**src/rtl/ecr_pkg.sv**
```systemverilog
// Package of the clock replacement unit: widths, codes and the
// controller/datapath command and status structs. No dependencies.
package ecr_pkg;

  localparam int unsigned FRAMES     = 16;
  localparam int unsigned IDX_W      = $clog2(FRAMES);
  localparam int unsigned CNT_W      = $clog2(FRAMES + 1);
  localparam int unsigned OP_W       = 2;
  localparam int unsigned FRAME_W    = 4;
  localparam int unsigned PAGE_W     = 20;
  localparam int unsigned SWAP_W     = 28;
  localparam int unsigned KIND_W     = 2;
  localparam int unsigned SWAP_SHIFT = 8;

  typedef enum logic [OP_W-1:0] {
    OP_INSTALL = 2'd0,
    OP_ACCESS  = 2'd1,
    OP_EVICT   = 2'd2,
    OP_NOP     = 2'd3
  } op_e;

  typedef enum logic [KIND_W-1:0] {
    KIND_WB     = 2'd0,
    KIND_VICTIM = 2'd1,
    KIND_ACK    = 2'd2,
    KIND_ERR    = 2'd3
  } kind_e;

  typedef enum logic [2:0] {
    RES_INSTALL = 3'd0,
    RES_ACCESS  = 3'd1,
    RES_NULL    = 3'd2,
    RES_ERR     = 3'd3,
    RES_WB      = 3'd4,
    RES_VICTIM  = 3'd5
  } res_e;

  typedef struct packed {
    logic item_load;
    logic install;
    logic access;
    logic evict_start;
    logic clr_ref;
    logic clr_dirty;
    logic advance;
    logic commit_victim;
    logic rd_pos;
    logic rd_frame;
    logic out_load;
    res_e res_sel;
  } cmd_t;

  typedef struct packed {
    op_e  op;
    logic empty;
    logic install_full;
    logic cur_ref;
    logic cur_dirty;
    logic out_free;
  } stat_t;

endpackage

```
**src/rtl/ecr_if.sv**
```systemverilog
// Valid/ready channel interfaces of the clock replacement unit.
// Depends on ecr_pkg.
interface ecr_in_if;
  logic                        valid;
  logic                        ready;
  logic [ecr_pkg::OP_W-1:0]    op;
  logic [ecr_pkg::FRAME_W-1:0] frame;
  logic [ecr_pkg::PAGE_W-1:0]  page_number;
  logic                        is_write;

  modport source (output valid, op, frame, page_number, is_write, input ready);
  modport sink   (input valid, op, frame, page_number, is_write, output ready);
endinterface

interface ecr_out_if;
  logic                        valid;
  logic                        ready;
  logic [ecr_pkg::KIND_W-1:0]  kind;
  logic [ecr_pkg::FRAME_W-1:0] frame_out;
  logic [ecr_pkg::PAGE_W-1:0]  page_out;
  logic [ecr_pkg::SWAP_W-1:0]  swap_entry;
  logic                        last;

  modport source (output valid, kind, frame_out, page_out, swap_entry, last, input ready);
  modport sink   (input valid, kind, frame_out, page_out, swap_entry, last, output ready);
endinterface

```
**src/rtl/ecr_ctrl.sv**
```systemverilog
// Controller state machine of the clock replacement unit.
// Depends on ecr_pkg; drives ecr_datapath through cmd_t, reads stat_t.
module ecr_ctrl (
  input  logic           clk_i,
  input  logic           rst_ni,
  input  logic           in_valid_i,
  output logic           in_ready_o,
  input  ecr_pkg::stat_t stat_i,
  output ecr_pkg::cmd_t  cmd_o
);
  import ecr_pkg::*;

  typedef enum logic [3:0] {
    ST_IDLE   = 4'b0001,
    ST_DECODE = 4'b0010,
    ST_SCAN   = 4'b0100,
    ST_EMIT   = 4'b1000
  } state_e;

  state_e state_q, state_d;
  res_e   res_q, res_d;

  assign in_ready_o = (state_q == ST_IDLE);

  always_comb begin
    state_d = state_q;
    res_d   = res_q;
    cmd_o   = '0;
    cmd_o.res_sel = res_q;
    unique case (state_q)
      ST_IDLE: begin
        if (in_valid_i) begin
          cmd_o.item_load = 1'b1;
          state_d = ST_DECODE;
        end
      end
      ST_DECODE: begin
        state_d = ST_EMIT;
        unique case (stat_i.op)
          OP_INSTALL: begin
            if (stat_i.install_full) begin
              res_d = RES_ERR;
            end else begin
              cmd_o.install = 1'b1;
              res_d = RES_INSTALL;
            end
          end
          OP_ACCESS: begin
            cmd_o.access   = 1'b1;
            cmd_o.rd_frame = 1'b1;
            res_d = RES_ACCESS;
          end
          OP_EVICT: begin
            if (stat_i.empty) begin
              res_d = RES_ERR;
            end else begin
              cmd_o.evict_start = 1'b1;
              state_d = ST_SCAN;
            end
          end
          default: res_d = RES_NULL;
        endcase
      end
      ST_SCAN: begin
        if (!stat_i.cur_ref && !stat_i.cur_dirty) begin
          cmd_o.rd_pos        = 1'b1;
          cmd_o.commit_victim = 1'b1;
          res_d   = RES_VICTIM;
          state_d = ST_EMIT;
        end else if (stat_i.cur_ref) begin
          cmd_o.clr_ref = 1'b1;
          cmd_o.advance = 1'b1;
        end else begin
          cmd_o.clr_dirty = 1'b1;
          cmd_o.rd_pos    = 1'b1;
          res_d   = RES_WB;
          state_d = ST_EMIT;
        end
      end
      ST_EMIT: begin
        if (stat_i.out_free) begin
          cmd_o.out_load = 1'b1;
          if (res_q == RES_WB) begin
            cmd_o.advance = 1'b1;
            state_d = ST_SCAN;
          end else begin
            state_d = ST_IDLE;
          end
        end
      end
      default: state_d = ST_IDLE;
    endcase
  end

  always_ff @(posedge clk_i or negedge rst_ni) begin
    if (!rst_ni) begin
      state_q <= ST_IDLE;
      res_q   <= RES_NULL;
    end else begin
      state_q <= state_d;
      res_q   <= res_d;
    end
  end

endmodule

```
**src/rtl/ecr_datapath.sv**
```systemverilog
// Datapath of the clock replacement unit: item latch, page store, bit
// vectors, ring counters, sweep position and output register. Uses ecr_pkg.
module ecr_datapath (
  input  logic                        clk_i,
  input  logic                        rst_ni,
  input  logic [ecr_pkg::OP_W-1:0]    op_i,
  input  logic [ecr_pkg::FRAME_W-1:0] frame_i,
  input  logic [ecr_pkg::PAGE_W-1:0]  page_number_i,
  input  logic                        is_write_i,
  input  ecr_pkg::cmd_t               cmd_i,
  output ecr_pkg::stat_t              stat_o,
  input  logic                        out_ready_i,
  output logic                        out_valid_o,
  output logic [ecr_pkg::KIND_W-1:0]  kind_o,
  output logic [ecr_pkg::FRAME_W-1:0] frame_out_o,
  output logic [ecr_pkg::PAGE_W-1:0]  page_out_o,
  output logic [ecr_pkg::SWAP_W-1:0]  swap_entry_o,
  output logic                        last_o
);
  import ecr_pkg::*;

  logic [OP_W-1:0]    op_q;
  logic [FRAME_W-1:0] frame_q;
  logic [PAGE_W-1:0]  page_q;
  logic               wr_q;

  logic [PAGE_W-1:0]  page_mem [FRAMES];
  logic [PAGE_W-1:0]  rd_q;
  logic [FRAMES-1:0]  ref_q, dirty_q;
  logic [CNT_W-1:0]   used_q;
  logic [IDX_W-1:0]   hand_q, pos_q, last_victim_q, slot_q;
  logic               frozen_q, in_ring_q;

  logic               out_valid_q, out_last_q;
  kind_e              out_kind_q;
  logic [FRAME_W-1:0] out_frame_q;
  logic [PAGE_W-1:0]  out_page_q, page_plus1;
  logic [SWAP_W-1:0]  out_swap_q;

  logic [IDX_W-1:0]   slot_d, next_pos, rd_addr, frame_idx;
  logic [CNT_W-1:0]   pos_inc;
  logic               in_ring, out_free;

  assign frame_idx = IDX_W'(frame_q);
  assign in_ring   = (CNT_W'(frame_q) < used_q);
  assign slot_d    = frozen_q ? last_victim_q : IDX_W'(used_q);
  assign pos_inc   = CNT_W'(pos_q) + CNT_W'(1);
  assign next_pos  = (pos_inc < used_q) ? IDX_W'(pos_inc) : '0;
  assign rd_addr   = cmd_i.rd_pos ? pos_q : frame_idx;
  assign out_free  = !out_valid_q || out_ready_i;
  assign page_plus1 = rd_q + PAGE_W'(1);

  assign stat_o.op           = op_e'(op_q);
  assign stat_o.empty        = (used_q == '0);
  assign stat_o.install_full = !frozen_q && (used_q >= CNT_W'(FRAMES));
  assign stat_o.cur_ref      = ref_q[pos_q];
  assign stat_o.cur_dirty    = dirty_q[pos_q];
  assign stat_o.out_free     = out_free;

  always_ff @(posedge clk_i) begin
    if (cmd_i.item_load) begin
      op_q    <= op_i;
      frame_q <= frame_i;
      page_q  <= page_number_i;
      wr_q    <= is_write_i;
    end
    if (cmd_i.install) begin
      page_mem[slot_d] <= page_q;
      slot_q           <= slot_d;
    end
    if (cmd_i.rd_pos || cmd_i.rd_frame) begin
      rd_q <= page_mem[rd_addr];
    end
    if (cmd_i.access) begin
      in_ring_q <= in_ring;
    end
  end

  always_ff @(posedge clk_i or negedge rst_ni) begin
    if (!rst_ni) begin
      ref_q         <= '0;
      dirty_q       <= '0;
      used_q        <= '0;
      hand_q        <= '0;
      pos_q         <= '0;
      last_victim_q <= '0;
      frozen_q      <= 1'b0;
    end else begin
      if (cmd_i.install) begin
        ref_q[slot_d]   <= 1'b0;
        dirty_q[slot_d] <= 1'b0;
        if (!frozen_q) begin
          used_q <= used_q + CNT_W'(1);
        end
      end
      if (cmd_i.access && in_ring) begin
        ref_q[frame_idx] <= 1'b1;
        if (wr_q) begin
          dirty_q[frame_idx] <= 1'b1;
        end
      end
      if (cmd_i.evict_start) begin
        frozen_q <= 1'b1;
        pos_q    <= (CNT_W'(hand_q) < used_q) ? hand_q : '0;
      end
      if (cmd_i.clr_ref) begin
        ref_q[pos_q] <= 1'b0;
      end
      if (cmd_i.clr_dirty) begin
        dirty_q[pos_q] <= 1'b0;
      end
      if (cmd_i.advance) begin
        pos_q <= next_pos;
      end
      if (cmd_i.commit_victim) begin
        last_victim_q <= pos_q;
        hand_q        <= next_pos;
      end
    end
  end

  always_ff @(posedge clk_i or negedge rst_ni) begin
    if (!rst_ni) begin
      out_valid_q <= 1'b0;
    end else if (cmd_i.out_load) begin
      out_valid_q <= 1'b1;
    end else if (out_ready_i) begin
      out_valid_q <= 1'b0;
    end
  end

  always_ff @(posedge clk_i) begin
    if (cmd_i.out_load) begin
      out_swap_q <= '0;
      out_last_q <= 1'b1;
      case (cmd_i.res_sel)
        RES_INSTALL: begin
          out_kind_q  <= KIND_ACK;
          out_frame_q <= FRAME_W'(slot_q);
          out_page_q  <= page_q;
        end
        RES_ACCESS: begin
          out_kind_q  <= KIND_ACK;
          out_frame_q <= frame_q;
          out_page_q  <= in_ring_q ? rd_q : '0;
        end
        RES_WB: begin
          out_kind_q  <= KIND_WB;
          out_frame_q <= FRAME_W'(pos_q);
          out_page_q  <= rd_q;
          out_swap_q  <= {page_plus1[SWAP_W-SWAP_SHIFT-1:0], SWAP_SHIFT'(0)};
          out_last_q  <= 1'b0;
        end
        RES_VICTIM: begin
          out_kind_q  <= KIND_VICTIM;
          out_frame_q <= FRAME_W'(pos_q);
          out_page_q  <= rd_q;
        end
        RES_ERR: begin
          out_kind_q  <= KIND_ERR;
          out_frame_q <= '0;
          out_page_q  <= '0;
        end
        default: begin
          out_kind_q  <= KIND_ACK;
          out_frame_q <= '0;
          out_page_q  <= '0;
        end
      endcase
    end
  end

  assign out_valid_o  = out_valid_q;
  assign kind_o       = out_kind_q;
  assign frame_out_o  = out_frame_q;
  assign page_out_o   = out_page_q;
  assign swap_entry_o = out_swap_q;
  assign last_o       = out_last_q;

endmodule

```
**src/rtl/enhanced_clock_replacement_unit.sv**
```systemverilog
// Install, access and no-op go from decode to emit, where their result is registered once the output is free.
// Eviction sweeps from the hand: a referenced frame has its bit cleared, a dirty one is
// written back, a clean unreferenced one is the victim; output stalls can hold each result.
// Throughput: one item at a time, the next accepted once its last result is registered.
// Reset clears bits, counts, hand, frozen flag and output valid; page store not cleared.
module enhanced_clock_replacement_unit (
  input  logic      clk_i,
  input  logic      rst_ni,
  ecr_in_if.sink    in_i,
  ecr_out_if.source out_o
);
  import ecr_pkg::*;

  cmd_t  cmd;
  stat_t stat;

  ecr_ctrl u_ctrl (
    .clk_i      (clk_i),
    .rst_ni     (rst_ni),
    .in_valid_i (in_i.valid),
    .in_ready_o (in_i.ready),
    .stat_i     (stat),
    .cmd_o      (cmd)
  );

  ecr_datapath u_datapath (
    .clk_i         (clk_i),
    .rst_ni        (rst_ni),
    .op_i          (in_i.op),
    .frame_i       (in_i.frame),
    .page_number_i (in_i.page_number),
    .is_write_i    (in_i.is_write),
    .cmd_i         (cmd),
    .stat_o        (stat),
    .out_ready_i   (out_o.ready),
    .out_valid_o   (out_o.valid),
    .kind_o        (out_o.kind),
    .frame_out_o   (out_o.frame_out),
    .page_out_o    (out_o.page_out),
    .swap_entry_o  (out_o.swap_entry),
    .last_o        (out_o.last)
  );

endmodule

```
**src/flat_wrapper.sv**
```systemverilog
// flat-port wrapper written by rule: the top's interface ports become plain ports
module enhanced_clock_replacement_unit_flat import ecr_pkg::*;
  (clk_i, rst_ni, in_i_valid, in_i_op, in_i_frame, in_i_page_number, in_i_is_write, in_i_ready, out_o_valid, out_o_kind, out_o_frame_out, out_o_page_out, out_o_swap_entry, out_o_last, out_o_ready);
  ecr_in_if in_i_i ();
  ecr_out_if out_o_i ();
  input  logic clk_i;
  input  logic rst_ni;
  input wire logic [$bits(in_i_i.valid)-1:0] in_i_valid;
  input wire logic [$bits(in_i_i.op)-1:0] in_i_op;
  input wire logic [$bits(in_i_i.frame)-1:0] in_i_frame;
  input wire logic [$bits(in_i_i.page_number)-1:0] in_i_page_number;
  input wire logic [$bits(in_i_i.is_write)-1:0] in_i_is_write;
  output wire logic [$bits(in_i_i.ready)-1:0] in_i_ready;
  output wire logic [$bits(out_o_i.valid)-1:0] out_o_valid;
  output wire logic [$bits(out_o_i.kind)-1:0] out_o_kind;
  output wire logic [$bits(out_o_i.frame_out)-1:0] out_o_frame_out;
  output wire logic [$bits(out_o_i.page_out)-1:0] out_o_page_out;
  output wire logic [$bits(out_o_i.swap_entry)-1:0] out_o_swap_entry;
  output wire logic [$bits(out_o_i.last)-1:0] out_o_last;
  input wire logic [$bits(out_o_i.ready)-1:0] out_o_ready;
  assign in_i_i.valid = in_i_valid;
  assign in_i_i.op = in_i_op;
  assign in_i_i.frame = in_i_frame;
  assign in_i_i.page_number = in_i_page_number;
  assign in_i_i.is_write = in_i_is_write;
  assign in_i_ready = in_i_i.ready;
  assign out_o_valid = out_o_i.valid;
  assign out_o_kind = out_o_i.kind;
  assign out_o_frame_out = out_o_i.frame_out;
  assign out_o_page_out = out_o_i.page_out;
  assign out_o_swap_entry = out_o_i.swap_entry;
  assign out_o_last = out_o_i.last;
  assign out_o_i.ready = out_o_ready;
  enhanced_clock_replacement_unit u_core (.clk_i(clk_i), .rst_ni(rst_ni), .in_i(in_i_i), .out_o(out_o_i));
endmodule
```
**config.mk**
```make
export PLATFORM = sky130hd
export DESIGN_NAME = enhanced_clock_replacement_unit_flat
export DESIGN_NICKNAME = d
export VERILOG_FILES = /design/src/rtl/ecr_pkg.sv /design/src/rtl/ecr_if.sv /design/src/rtl/ecr_ctrl.sv /design/src/rtl/ecr_datapath.sv /design/src/rtl/enhanced_clock_replacement_unit.sv /design/src/flat_wrapper.sv
export SDC_FILE = /design/constraint.sdc
export NUM_CORES = 1
export LEC_CHECK = 0
export BUFFER_PORTS_ARGS = -buffer_cell sky130_fd_sc_hd__buf_2
export CAP_MARGIN = 10
export CORE_MARGIN = 5
export CORE_UTILIZATION = 54
export DETAILED_ROUTE_END_ITERATION = 7
export PLACE_DENSITY = 0.71
export SYNTH_ARGS = -nofsm -noshare
export SYNTH_HDL_FRONTEND = slang
export SYNTH_SLANG_ARGS = --single-unit
```
**constraint.sdc**
```tcl
create_clock -name clk_i -period 4.8 [get_ports clk_i]
set_input_delay 0.48 -clock clk_i [delete_from_list [all_inputs] [get_ports clk_i]]
set_output_delay 0.48 -clock clk_i [all_outputs]
set_load 0.1 [all_outputs]
```
==> summary.txt <==
H-tree levels -> 2
CTS Hold Bufs -> 0
final wirelength -> 75700 um
die area -> 0.0481 mm2
final hold slack -> 0.0373 ns
Initial Util -> 54.8%
slew of the pin with the lowest slew margin -> 1.27 ns
syn avg cell area -> 10.9 um2
Worst Path Arrival -> 4.25 ns
RD Place Congestion -> 0.890
Horiz. Die Dim -> 219 um
Buffers on Ports -> 79
largest cells by area after synthesis -> edfxtp_1 53%, nand2_1 8.2%, dfrtp_1 5.9%, a311oi_1 5.7%, a211oi_1 5.4%
Worst EP required -> 5.12 ns
Synth top cells by count -> 519 x nand2_1, 419 x edfxtp_1, 188 x a21oi_1, 171 x a211oi_1, 171 x clkbuf_1
Post-Syn Area -> 0.0237 mm2
Synth Register Bits -> 477
gr ovfl total -> 0
RSZ-0062 raised after global routing -> no
Synth Warn # -> 0
Syn Inst Count -> 2179
crit path capture type -> register
FF-to-FF End -> u_core.u_datapath.rd_q[2]
worst-case reg-to-reg path depth -> 9
Highest Clock Rate -> 0.254 GHz
leakage power -> 9.03 nW
vias in the first global route -> 18677
setup tns final -> 0 ns
Antenna Nets Post-Route -> 0
layout cells sized above 1 -> 10.9%
top-count cell post-synth -> nand2_1
Final Hold Fails -> 0
PostCTS Resize Cnt -> 0
clock transition at the registers of the reported paths -> 0.06 ns
# rows -> 76
part of the Yosys area used for sequential elements -> 59.3%
Max Cap Viol -> 0
CTS tree -> done
DR WL/cell -> 27.3 um
register area -> 0.0140 mm2
first-pass GRT wire length -> 113000 um
Final Max Tran Viols -> 0
Worst Setup Start Kind -> register
P per Cell Area -> 494 mW/mm2
Core Region -> 0.0432 mm2
Max-slew headroom -> 15.1%
DIE HEIGHT -> 219 um
ys flop type -> edfxtp_1
area occupied by multi-input gates -> 0.00865 mm2
pin count of the biggest net entering global routing -> 168
DP Wirelength -> 42100 um
drt pass-1 iters -> 6
Tot Pwr -> 12.8 mW
clock skew -> 0.0192 ns
status -> complete, no violations
initial DRC count -> 3040
Distinct cells, synth -> 62
Final Net Count -> 2205
R2R setup slack -> 0.87 ns
kind of critical path -> reg -> reg
final setup margin -> 0.871 ns
Tcrit/Tclk final -> 81.9%
Util after Layout -> 60.2%
Min-Delay Path Class -> in -> async
routed vias/inst -> 6.94
Post-synth EDFFs -> 419
Place WS -> 0.921 ns
deepest clock path buffer count -> 3
top cell type's share of synthesized area -> 53.2%
Fill cells -> 3485
post-synth top area cell -> edfxtp_1
io pins -> 88
CTS sink count -> 477
Setup Viol. Count Final -> 0
Worst Path Max Fanout -> 125
Reg2Reg Launch Point -> u_core.u_datapath.pos_q[1]
CTS Root Cell -> clkbuf_16
ANT cells -> 0
ys async rst share -> 12.2%
GRT Total Usage -> 31.0%
P&R area growth vs syn -> 9.92%
post-CTS setup buffers -> 0
Final min period -> 3.93 ns
Peak supply drop -> 0.000597 V
Clk Latency, worst-skew pair -> 0.60 ns
initial antenna violation count -> 1
vias -> 19280
residual DRC count -> 0
CTS Buf Count -> 50
worst max path at each step:
stage / from / to / cells after the start
after detailed placement: u_core.u_datapath.pos_q[0] / u_core.u_datapath.rd_q[2] / 9
after CTS: u_core.u_datapath.pos_q[0] / u_core.u_datapath.rd_q[2] / 9
after global placement: u_core.u_datapath.pos_q[0] / u_core.u_datapath.rd_q[11] / 9
after floorplan: u_core.u_ctrl.state_q[1] / u_core.u_datapath.pos_q[2] / 6
after global routing: u_core.u_datapath.pos_q[0] / u_core.u_datapath.rd_q[8] / 9
final: u_core.u_datapath.pos_q[1] / u_core.u_datapath.rd_q[2] / 9
through the flow:
stage / instances / instance area, um2
2_1_floorplan: 2186 / 23700
5_1_grt: 2777 / 26000
3_5_place_dp: 2685 / 24400
3_3_place_gp: 2684 / 24400
6_report: 2777 / 26000
4_1_cts: 2776 / 26000
per-layer routing:
metal | GRT usage [%] | part of all wire [%] | up-vias
li1 | - | - | 8302
met1 | 42.7 | 38 | 9378
met2 | 46.7 | 45 | 1323
met3 | 7.63 | 13 | 277
met4 | 14.0 | 4.4 | 0
met5 | 0 | 0 | -
flip-flops by register name (all words and copies together), names as in the netlist, 3 cells and up:
register,count
u_core.u_datapath.ref_q,16
u_core.u_datapath.frame_idx,4
u_core.u_datapath.page_out_o,20
u_core.u_datapath.used_q,5
u_core.u_datapath.hand_q,4
u_core.u_datapath.page_q,20
u_core.u_datapath.rd_q,20
u_core.u_datapath.last_victim_q,4
u_core.u_ctrl.res_q,3
u_core.u_ctrl.state_q,4
u_core.u_datapath.dirty_q,16
u_core.u_datapath.pos_q,4
u_core.u_datapath.swap_entry_o,20
u_core.u_datapath.frame_out_o,4
u_core.u_datapath.page_mem,320
u_core.u_datapath.slot_q,4
logic make-up (layout without fill, tap and decap cells):
logic type / count (synthesis) / in the layout / synth area share [%]
AND/OR/NAND/NOR: 663 / 663 / 11.6
multiplexers: 18 / 18 / 1.27
other: 1 / 8 / 0.0159
XOR/XNOR: 20 / 20 / 0.741
AO/OA/AOI/OAI: 720 / 720 / 21.4
buffers and inverters: 259 / 265 / 4.49
flip-flops: 477 / 477 / 59.3
adder cells (fa/ha/maj): 21 / 21 / 1.11
power by group:
group | leakage, nW | total [mW] | internal, mW | switching (mW)
Clock | 0.786 | 3.80 | 2.20 | 1.60
Combinational | 3.68 | 3.63 | 0.902 | 2.72
Sequential | 4.56 | 5.42 | 4.93 | 0.486
placed cells by master (no fill, tap or decap), types with 32 or more instances in the layout:
master     instances
a211oi_1         171
a21oi_1          187
a22oi_1           32
a311oi_1         155
buf_2             80
buf_4             42
clkbuf_16         51
dfrtp_1           54
edfxtp_1         419
inv_1             40
nand2_1          519
nor2_1            46
o22ai_1           81
area by class of cell:
class | count | share of cell area [%]
clock buffers | 64 | 5.21
repair buffers | 127 | 3.14
multi-input cells | 1450 | 33.3
flip-flops and latches | 477 | 54.0
inverters | 47 | 0.678
clock inverters | 27 | 0.871
well taps | 585 | 2.81
critical path, stage by stage, from the launching register on:
cell	delay, ns
dfrtp_4	0.70
mux4_2	0.36
mux2i_1	0.35
a21o_4	0.27
nand2_4	0.30
buf_12	0.39
a31oi_2	0.28
buf_4	0.27
o22ai_1	0.13
or4_1	0.54
(Power assumes the default switching activity.)
